[src/hdl/tlvc_pkg.sv]
// Shared types and constants for the catalog entry counter.
// Holds parse phase encodings, tag codes, the file magic and the event record
// passed from the parser to the result emitter. No dependencies.
package tlvc_pkg;

  typedef enum logic [2:0] {
    PH_MAGIC,
    PH_TYPE,
    PH_LEN,
    PH_BODY,
    PH_HALT
  } phase_t;

  typedef enum logic [1:0] {
    TG_TAG,
    TG_LEN,
    TG_SKIP,
    TG_STOP
  } tag_phase_t;

  localparam logic [7:0] KIND_MESSAGES = 8'h69;

  localparam logic [7:0] TAG_NOP     = 8'h01;
  localparam logic [7:0] TAG_TRANS   = 8'h03;
  localparam logic [7:0] TAG_FIXED4  = 8'h05;
  localparam logic [7:0] TAG_LEN_6   = 8'h06;
  localparam logic [7:0] TAG_LEN_7   = 8'h07;
  localparam logic [7:0] TAG_LEN_8   = 8'h08;

  localparam logic [31:0] LEN_ALL_ONES = 32'hffff_ffff;
  localparam logic [31:0] FIXED_SKIP   = 32'd4;

  localparam logic [1:0] ST_OK      = 2'd0;
  localparam logic [1:0] ST_MAGIC   = 2'd1;
  localparam logic [1:0] ST_OVERRUN = 2'd2;

  localparam int QUEUE_DEPTH = 4;
  localparam int QPTR_BITS   = $clog2(QUEUE_DEPTH);

  // One parsed byte may finish a messages section, end the file, or both.
  typedef struct packed {
    logic        sec_valid;
    logic [31:0] sec_count;
    logic        eof_valid;
    logic [1:0]  eof_status;
  } evt_t;

  function automatic logic [7:0] magic_byte(input logic [3:0] idx);
    logic [7:0] m;
    case (idx)
      4'd0:    m = 8'h3c;
      4'd1:    m = 8'hb8;
      4'd2:    m = 8'h64;
      4'd3:    m = 8'h18;
      4'd4:    m = 8'hca;
      4'd5:    m = 8'hef;
      4'd6:    m = 8'h9c;
      4'd7:    m = 8'h95;
      4'd8:    m = 8'hcd;
      4'd9:    m = 8'h21;
      4'd10:   m = 8'h1c;
      4'd11:   m = 8'hbf;
      4'd12:   m = 8'h60;
      4'd13:   m = 8'ha1;
      4'd14:   m = 8'hbd;
      default: m = 8'hdd;
    endcase
    return m;
  endfunction

endpackage

[src/hdl/tlvc_front.sv]
// Byte parser: checks the magic, walks section headers and the tag stream of
// messages sections, and produces one event record per byte that ends something.
// Depends on tlvc_pkg.
module tlvc_front #(
  parameter int COUNT_BITS = 32
) (
  input  logic           clk,
  input  logic           rst,
  input  logic           in_valid,
  output logic           in_stall,
  input  logic [7:0]     data_byte,
  input  logic           end_of_file,
  input  logic           queue_full,
  output logic           push,
  output tlvc_pkg::evt_t evt
);

  tlvc_pkg::phase_t     phase, phase_next, phase_step;
  tlvc_pkg::tag_phase_t tag_phase, tag_phase_next;
  logic [3:0]            magic_index, magic_index_next;
  logic [7:0]            section_kind, section_kind_next;
  logic [1:0]            hbi, hbi_next;
  logic [31:0]           sbl, sbl_next;
  logic [31:0]           tag_accum, tag_accum_next;
  logic [31:0]           skip, skip_next;
  logic [COUNT_BITS-1:0] running_count, running_count_next;
  logic [1:0]            sticky, sticky_next;
  logic                  sec_fire;
  logic                  accept;

  assign accept   = in_valid & ~queue_full;
  assign in_stall = queue_full;

  always_comb begin
    logic [31:0] sbl_shift;
    logic [31:0] acc_shift;
    phase_next         = phase;
    tag_phase_next     = tag_phase;
    magic_index_next   = magic_index;
    section_kind_next  = section_kind;
    hbi_next           = hbi;
    sbl_next           = sbl;
    tag_accum_next     = tag_accum;
    skip_next          = skip;
    running_count_next = running_count;
    sticky_next        = sticky;
    sec_fire           = 1'b0;
    sbl_shift          = {sbl[23:0], data_byte};
    acc_shift          = {tag_accum[23:0], data_byte};
    if (accept) begin
      case (phase)
        tlvc_pkg::PH_MAGIC: begin
          if (data_byte != tlvc_pkg::magic_byte(magic_index)) begin
            sticky_next = tlvc_pkg::ST_MAGIC;
            phase_next  = tlvc_pkg::PH_HALT;
          end else begin
            magic_index_next = magic_index + 4'd1;
            if (magic_index == 4'd15) begin
              phase_next = tlvc_pkg::PH_TYPE;
            end
          end
        end
        tlvc_pkg::PH_TYPE: begin
          section_kind_next = data_byte;
          hbi_next          = 2'd0;
          sbl_next          = '0;
          phase_next        = tlvc_pkg::PH_LEN;
        end
        tlvc_pkg::PH_LEN: begin
          sbl_next = sbl_shift;
          if (hbi == 2'd3) begin
            running_count_next = '0;
            tag_phase_next = (section_kind == tlvc_pkg::KIND_MESSAGES) ?
                             tlvc_pkg::TG_TAG : tlvc_pkg::TG_STOP;
            if (sbl_shift == '0) begin
              sec_fire   = (section_kind == tlvc_pkg::KIND_MESSAGES);
              phase_next = tlvc_pkg::PH_TYPE;
            end else begin
              phase_next = tlvc_pkg::PH_BODY;
            end
          end else begin
            hbi_next = hbi + 2'd1;
          end
        end
        tlvc_pkg::PH_BODY: begin
          // body length is never zero here
          sbl_next = sbl - 32'd1;
          case (tag_phase)
            tlvc_pkg::TG_TAG: begin
              if (data_byte == tlvc_pkg::TAG_NOP) begin
                tag_phase_next = tlvc_pkg::TG_TAG;
              end else if (data_byte == tlvc_pkg::TAG_FIXED4) begin
                skip_next      = tlvc_pkg::FIXED_SKIP;
                tag_phase_next = tlvc_pkg::TG_SKIP;
              end else if (data_byte == tlvc_pkg::TAG_TRANS ||
                           data_byte == tlvc_pkg::TAG_LEN_6 ||
                           data_byte == tlvc_pkg::TAG_LEN_7 ||
                           data_byte == tlvc_pkg::TAG_LEN_8) begin
                if (data_byte == tlvc_pkg::TAG_TRANS && running_count != '1) begin
                  running_count_next = running_count + 1'b1;
                end
                tag_accum_next = '0;
                hbi_next       = 2'd0;
                tag_phase_next = tlvc_pkg::TG_LEN;
              end else begin
                tag_phase_next = tlvc_pkg::TG_STOP;
              end
            end
            tlvc_pkg::TG_LEN: begin
              tag_accum_next = acc_shift;
              if (hbi == 2'd3) begin
                if (acc_shift != tlvc_pkg::LEN_ALL_ONES && acc_shift != '0) begin
                  skip_next      = acc_shift;
                  tag_phase_next = tlvc_pkg::TG_SKIP;
                end else begin
                  tag_phase_next = tlvc_pkg::TG_TAG;
                end
              end else begin
                hbi_next = hbi + 2'd1;
              end
            end
            tlvc_pkg::TG_SKIP: begin
              skip_next = skip - 32'd1;
              if (skip == 32'd1) begin
                tag_phase_next = tlvc_pkg::TG_TAG;
              end
            end
            default: begin
              tag_phase_next = tag_phase;
            end
          endcase
          if (sbl == 32'd1) begin
            sec_fire   = (section_kind == tlvc_pkg::KIND_MESSAGES);
            phase_next = tlvc_pkg::PH_TYPE;
          end
        end
        default: begin
          phase_next = phase;
        end
      endcase
    end
    phase_step = phase_next;
  end

  always_comb begin
    evt.sec_valid  = sec_fire;
    evt.sec_count  = 32'(running_count_next);
    evt.eof_valid  = accept & end_of_file;
    evt.eof_status = sticky_next;
    if (phase_step == tlvc_pkg::PH_MAGIC) begin
      evt.eof_status = tlvc_pkg::ST_MAGIC;
    end else if (phase_step == tlvc_pkg::PH_LEN || phase_step == tlvc_pkg::PH_BODY) begin
      evt.eof_status = tlvc_pkg::ST_OVERRUN;
    end
    push = accept & (evt.sec_valid | evt.eof_valid);
  end

  always_ff @(posedge clk) begin
    if (rst || (accept && end_of_file)) begin
      // end of file returns everything to the start-of-file state
      phase         <= tlvc_pkg::PH_MAGIC;
      tag_phase     <= tlvc_pkg::TG_TAG;
      magic_index   <= '0;
      section_kind  <= '0;
      hbi           <= '0;
      sbl           <= '0;
      tag_accum     <= '0;
      skip          <= '0;
      running_count <= '0;
      sticky        <= tlvc_pkg::ST_OK;
    end else begin
      phase         <= phase_next;
      tag_phase     <= tag_phase_next;
      magic_index   <= magic_index_next;
      section_kind  <= section_kind_next;
      hbi           <= hbi_next;
      sbl           <= sbl_next;
      tag_accum     <= tag_accum_next;
      skip          <= skip_next;
      running_count <= running_count_next;
      sticky        <= sticky_next;
    end
  end

endmodule

[src/hdl/tlvc_queue.sv]
// Short event queue between the parser and the result emitter.
// Depends on tlvc_pkg for the event record and the depth.
module tlvc_queue (
  input  logic           clk,
  input  logic           rst,
  input  logic           push,
  input  tlvc_pkg::evt_t push_evt,
  input  logic           pop,
  output tlvc_pkg::evt_t head,
  output logic           empty,
  output logic           full
);

  tlvc_pkg::evt_t              mem [tlvc_pkg::QUEUE_DEPTH];
  logic [tlvc_pkg::QPTR_BITS-1:0] wr_ptr;
  logic [tlvc_pkg::QPTR_BITS-1:0] rd_ptr;
  logic [tlvc_pkg::QPTR_BITS:0]   count;
  logic                           do_push;
  logic                           do_pop;

  assign empty   = (count == '0);
  assign full    = (count == (tlvc_pkg::QPTR_BITS+1)'(tlvc_pkg::QUEUE_DEPTH));
  assign do_push = push & ~full;
  assign do_pop  = pop & ~empty;
  assign head    = mem[rd_ptr];

  always_ff @(posedge clk) begin
    if (do_push) begin
      mem[wr_ptr] <= push_evt;
    end
  end

  always_ff @(posedge clk) begin
    if (rst) begin
      wr_ptr <= '0;
      rd_ptr <= '0;
      count  <= '0;
    end else begin
      if (do_push) begin
        wr_ptr <= wr_ptr + 1'b1;
      end
      if (do_pop) begin
        rd_ptr <= rd_ptr + 1'b1;
      end
      case ({do_push, do_pop})
        2'b10:   count <= count + 1'b1;
        2'b01:   count <= count - 1'b1;
        default: count <= count;
      endcase
    end
  end

endmodule

[src/hdl/tlvc_back.sv]
// Result emitter: turns each queued event into one or two output beats,
// section count first, end of file status second. Depends on tlvc_pkg.
module tlvc_back (
  input  logic           clk,
  input  logic           rst,
  input  tlvc_pkg::evt_t head,
  input  logic           empty,
  output logic           pop,
  output logic           out_valid,
  input  logic           out_stall,
  output logic           final_result,
  output logic [31:0]    translation_count,
  output logic [1:0]     file_status
);

  logic sent;
  logic show_sec;
  logic fire;

  assign show_sec          = head.sec_valid & ~sent;
  assign out_valid         = ~empty;
  assign final_result      = ~show_sec;
  assign translation_count = show_sec ? head.sec_count : '0;
  assign file_status       = show_sec ? tlvc_pkg::ST_OK : head.eof_status;
  assign fire              = out_valid & ~out_stall;
  // hold the entry when its section beat leaves and a status beat follows
  assign pop               = fire & ~(show_sec & head.eof_valid);

  always_ff @(posedge clk) begin
    if (rst) begin
      sent <= 1'b0;
    end else if (fire) begin
      sent <= show_sec & head.eof_valid;
    end
  end

endmodule

[src/hdl/tlv_catalog_entry_counter_top.sv]
// Top level of the catalog entry counter; instantiates tlvc_front, tlvc_queue
// and tlvc_back. Depends on tlvc_pkg.
//
// Takes one catalog byte per cycle unless stalled: the parser keeps only counters
// and small phase registers, so each beat is classified in the cycle it arrives.
// A messages section that ends yields a beat with final_result 0 and its count;
// the byte flagged end_of_file yields a beat with final_result 1 and the status,
// after the section beat when both fall on one byte. Events wait in a four-entry
// queue, so the input stalls only when the output side has held off long enough
// to fill it. A byte that ends a section and the file yields two output beats.
module tlv_catalog_entry_counter_top #(
  parameter int COUNT_BITS = 32
) (
  input  logic        clk,
  input  logic        rst,
  input  logic        in_valid,
  output logic        in_stall,
  input  logic [7:0]  data_byte,
  input  logic        end_of_file,
  output logic        out_valid,
  input  logic        out_stall,
  output logic        final_result,
  output logic [31:0] translation_count,
  output logic [1:0]  file_status
);

  tlvc_pkg::evt_t push_evt;
  tlvc_pkg::evt_t head;
  logic           push;
  logic           pop;
  logic           empty;
  logic           full;

  tlvc_front #(
    .COUNT_BITS(COUNT_BITS)
  ) u_front (
    .clk        (clk),
    .rst        (rst),
    .in_valid   (in_valid),
    .in_stall   (in_stall),
    .data_byte  (data_byte),
    .end_of_file(end_of_file),
    .queue_full (full),
    .push       (push),
    .evt        (push_evt)
  );

  tlvc_queue u_queue (
    .clk     (clk),
    .rst     (rst),
    .push    (push),
    .push_evt(push_evt),
    .pop     (pop),
    .head    (head),
    .empty   (empty),
    .full    (full)
  );

  tlvc_back u_back (
    .clk              (clk),
    .rst              (rst),
    .head             (head),
    .empty            (empty),
    .pop              (pop),
    .out_valid        (out_valid),
    .out_stall        (out_stall),
    .final_result     (final_result),
    .translation_count(translation_count),
    .file_status      (file_status)
  );

endmodule
[config.mk]
export PLATFORM = sky130hd
export DESIGN_NAME = tlv_catalog_entry_counter_top
export DESIGN_NICKNAME = d
export VERILOG_FILES = /design/src/hdl/tlvc_pkg.sv /design/src/hdl/tlvc_front.sv /design/src/hdl/tlvc_queue.sv /design/src/hdl/tlvc_back.sv /design/src/hdl/tlv_catalog_entry_counter_top.sv
export SDC_FILE = /design/constraint.sdc
export NUM_CORES = 1
export LEC_CHECK = 0
export BUFFER_PORTS_ARGS = -buffer_cell sky130_fd_sc_hd__buf_4
export CAP_MARGIN = 20
export CORE_ASPECT_RATIO = 1.75
export CORE_MARGIN = 5
export CORE_UTILIZATION = 60
export CTS_BUF_LIST = sky130_fd_sc_hd__clkbuf_8 sky130_fd_sc_hd__clkbuf_16
export CTS_CLUSTER_SIZE = 10
export DETAILED_ROUTE_END_ITERATION = 7
export GPL_ROUTABILITY_DRIVEN = 1
export PLACE_DENSITY = 0.77
export SETUP_SLACK_MARGIN = 0.1
export SLEW_MARGIN = 20
export SYNTH_ARGS = -nofsm -noshare
export SYNTH_HDL_FRONTEND = slang
export SYNTH_HIERARCHICAL = 1
export SYNTH_SLANG_ARGS = --single-unit
[constraint.sdc]
create_clock -name clk -period 5 [get_ports clk]
set_input_delay 0.75 -clock clk [delete_from_list [all_inputs] [get_ports clk]]
set_output_delay 0.75 -clock clk [all_outputs]
set_load 0.05 [all_outputs]
==> results by group <==
Timing
  – Setup Viol. Count Final: 0
  – Sum Neg Setup Slack: 0 ns
  – Tmin final: 3.93 ns
  – Worst slew pin tran: between 0.9 and 1 ns
  – Max-slew violation count: 0
  – Final hold violation count: 0
  – Crit share post-route: roughly four fifths
  – Slew margin rel.: approximately a third
  – Maximum clock frequency: 0.255 GHz
  – RSZ-0062 raised after global routing: no
  – Clock Skews: 0.0251 ns

Finish
  – Fill cells: about 2.0k
  – Final Util: 66.8%
  – Multi-input gate area: 7280 µm²
  – Final #Nets: 1559
  – Storage element area: between 7000 and 8000 µm²
  – Antenna Cells: 0
  – Layout cell share with drive strength beyond 1: 12.8%
  – Area Growth Syn to Fin: 9.64%

CTS
  – CTS root buf: clkbuf_16
  – Number of CTS-inserted buffers: 36
  – Clk buf depth: 3
  – CTS Sinks: about 300
  – H-tree depth: 2
  – # Post-CTS Setup Buffers: 0
  – Worst-path clk slew: 0.06 ns
  – TritonCTS clock tree: built
  – Latest clock arrival within the worst-skew pair: between 0.5 and 0.6 ns
  – Cts hold-fix bufs: 0
  – Resize count post-CTS: 0

Routing
  – First-pass DRT Iterations: 5
  – Uppermost layer routed: met4
  – Met3 Routed Length: between 2000 and 2500 µm
  – Final antenna-violating net count: 0
  – # DRC: 0
  – Met2 WL post-DR: 22700 µm
  – Vias per cell: between 6 and 7
  – Post-Route WL: 42300 µm
  – Starting DRC count in detailed routing: 1115
  – Total number of vias: 12.6k
  – DR WL/cell: 22.7 µm
  – M1 wire length: about 14000 µm

Setup path
  – Slowest-stage cell, CP: or4_1
  – Critical Path, Cell by Cell: or4_1 -> nor4_1 -> nand3_1 -> nor3_1 -> or2_2 -> inv_1 -> nor2_1 -> inv_1 -> ha_1 -> inv_1 -> fa_1 -> xor2_1 -> or3_1 -> a21oi_1
  – Crit. End Element: flop
  – Critical-path maximum fanout: 7
  – Setup Crit Path Kind: reg -> reg
  – Worst path bufs/invs: 3
  – Startpoint class of the critical path: flop
  – CP arrival: 4.39 ns
  – Crit-path most repeated cell: inv_1
  – Cell family with most CP delay: simple AND/OR/NAND/NOR gates
  – Crit-path max cell delay: between 0.6 and 0.7 ns
  – Req. time, crit path: 5.46 ns

Synthesis
  – Largest cells by area after synthesis: edfxtp_1 (28%), dfxtp_1 (21%), mux4_2 (4.4%)
  – Seq/Total Area, Yosys: between 40% and 50%
  – Netlist Area Pre-Place: 15400 µm²
  – Most frequent cell after synthesis: dfxtp_1
  – YS warnings: 6
  – Syn Area/Cell: 10.2 µm²
  – Post-synth top cells: dfxtp_1 (159), edfxtp_1 (144), nor2_1 (125), nand2_1 (121), a21oi_1 (88)
  – Post-Syn Nets: approximately 1.6k
  – Asr flop ratio synth: 0%
  – Synth Register Bits: 303
  – Post-Syn Instances: 1520
  – Top_reg_cell synth: dfxtp_1
  – Post-synth EDFFs: roughly 140
  – Synth cell types: 86
  – Synth area leader: edfxtp_1
  – Top cell type's share of synthesized area: 28.0%

Hold path
  – Hold Crit Class: reg -> reg

Place
  – Placer Congestion: 1.01
  – IO Port Bufs: just under 50
  – Dpl hpwl: 28900 µm

Power
  – Sw Ratio: 24.2%
  – Clock share of power: 43.1%
  – Static Leakage: 6.04 nW
  – VDD IR max: 0.278 mV
  – P_sw: 1.30 mW
  – Combinational Power Share: 7.7%
  – Sequential group share of total power: 49.2%
  – Pwr/cell area: 316 nW/µm²
  – Internal: around 4.1 mW

Global routing
  – Number of antenna violations at the first check in global routing: 0
  – Vias in the first global route: 12.2k
  – First-pass GRT wire length: 66700 µm
  – Tot GR Track Use: 28.3%
  – Pin count of the biggest net entering global routing: 77
  – GR Overflow Total: 0

Die
  – Die ar.: 29200 µm²
  – Starting density of the core: slightly above 60%
  – Die width: 131 µm
  – I/O pin count: 50
  – Die Ht: ~220 µm
  – FP Rows: 77
  – Core ar.: 25300 µm²

Run status
  – Outcome: finished, final reports clean

Flow run
  – Max Cap Viol: 0
==> power groups by stage <==
| stage | sequential (mW) | combinational (mW) | clock [mW] |
|---|---|---|---|
| floorplan | 2.68 | 0.306 | 0 |
| global placement | 2.68 | 0.405 | 0 |
| detailed placement | 2.69 | 0.411 | 0 |
| CTS | 2.63 | 0.412 | 2.36 |
| global route | 2.64 | 0.438 | 2.46 |
| finish | 2.63 | 0.410 | 2.31 |
==> per-layer routing <==
layer	up-vias	GRT usage [%]
met2	506	52.8
met4	0	18.0
met1	6126	29.5
li1	5784	-
met3	168	3.55
met5	-	0
==> flip-flops by register name, summed over array words and instances, names as in the netlist, 3 cells and up, named ones only <==
name and count:
u_front/running_count 32, u_front/section_kind 8, u_queue/mem 144, u_queue/count 3, u_front/skip 32, u_front/sbl 32
u_front/tag_accum 24, u_front/phase 3, u_front/magic_index 4
==> worst min-delay path: stages (launching register included) <==
cell     delay, ns
dfxtp_1       0.31
inv_1         0.05
a21oi_1       0.05
==> area by class of cell <==
class,instances,area share [%]
clock buffer,36,5.32
clock inverter,23,0.739
inverter,41,0.909
multi-input combinational,1065,43.0
sequential,303,44.3
tap,316,2.33
timing repair buffer,75,3.40
==> kinds of logic after synthesis <==
group | after synthesis | synth area share (%)
muxes | 70 | 7.65
buffers and inverters | 152 | 4.44
and+or+nand+nor | 581 | 20.1
adders and majority gates | 24 | 1.99
xor gates and xnor gates | 31 | 1.76
DFF | 303 | 48.6
AOI/OAI and AO/OA | 359 | 15.5
==> stage by stage <==
step                      setup slack (ns)  total power [mW]  instance area, µm²  cells  hold WS, ns
after detailed placement              1.02              3.10               15900   1800        0.449
after CTS                             1.12              5.40               16900   1859        0.455
after global routing                 0.747              5.53               16900   1859        0.483
final                                 1.07              5.35               16900   1859        0.448
after global placement                1.10              3.09               15900   1800        0.436
after floorplan                       1.51              2.98               15400   1520        0.426
==> final timing paths <==
path                                                    from                             to  slack [ns]  depth (start not counted)
worst max-delay path            u_front/sbl[12]$_SDFFE_PP0P_  u_queue/count[2]$_SDFFE_PP0P_        1.07                         14
worst min-delay path            u_front/sticky[0]$_SDFF_PP0_   u_front/sticky[0]$_SDFF_PP0_        0.45                          2
worst max register to register  u_front/sbl[12]$_SDFFE_PP0P_  u_queue/count[2]$_SDFFE_PP0P_        1.07                         14
worst min register to register  u_front/sticky[0]$_SDFF_PP0_   u_front/sticky[0]$_SDFF_PP0_        0.45                          2
==> cell usage in the layout, fill, tap and decap left out, types with 26 or more instances in the layout <==
master | netlist | final
nor3_1 | 38 | 38
inv_1 | 41 | 60
edfxtp_1 | 144 | 144
a22oi_1 | 48 | 48
dfxtp_1 | 159 | 158
mux4_2 | 30 | 30
and3_1 | 26 | 26
mux2i_1 | 27 | 27
nor4_1 | 32 | 32
o21ai_0 | 70 | 69
nand4_1 | 39 | 39
buf_4 | 3 | 74
a21oi_1 | 88 | 88
nand2_1 | 121 | 120
and2_1 | 29 | 27
a31oi_1 | 38 | 38
nor2_1 | 125 | 125
clkbuf_16 | 0 | 36
nand3_1 | 52 | 52
(Power assumes the default switching activity.)
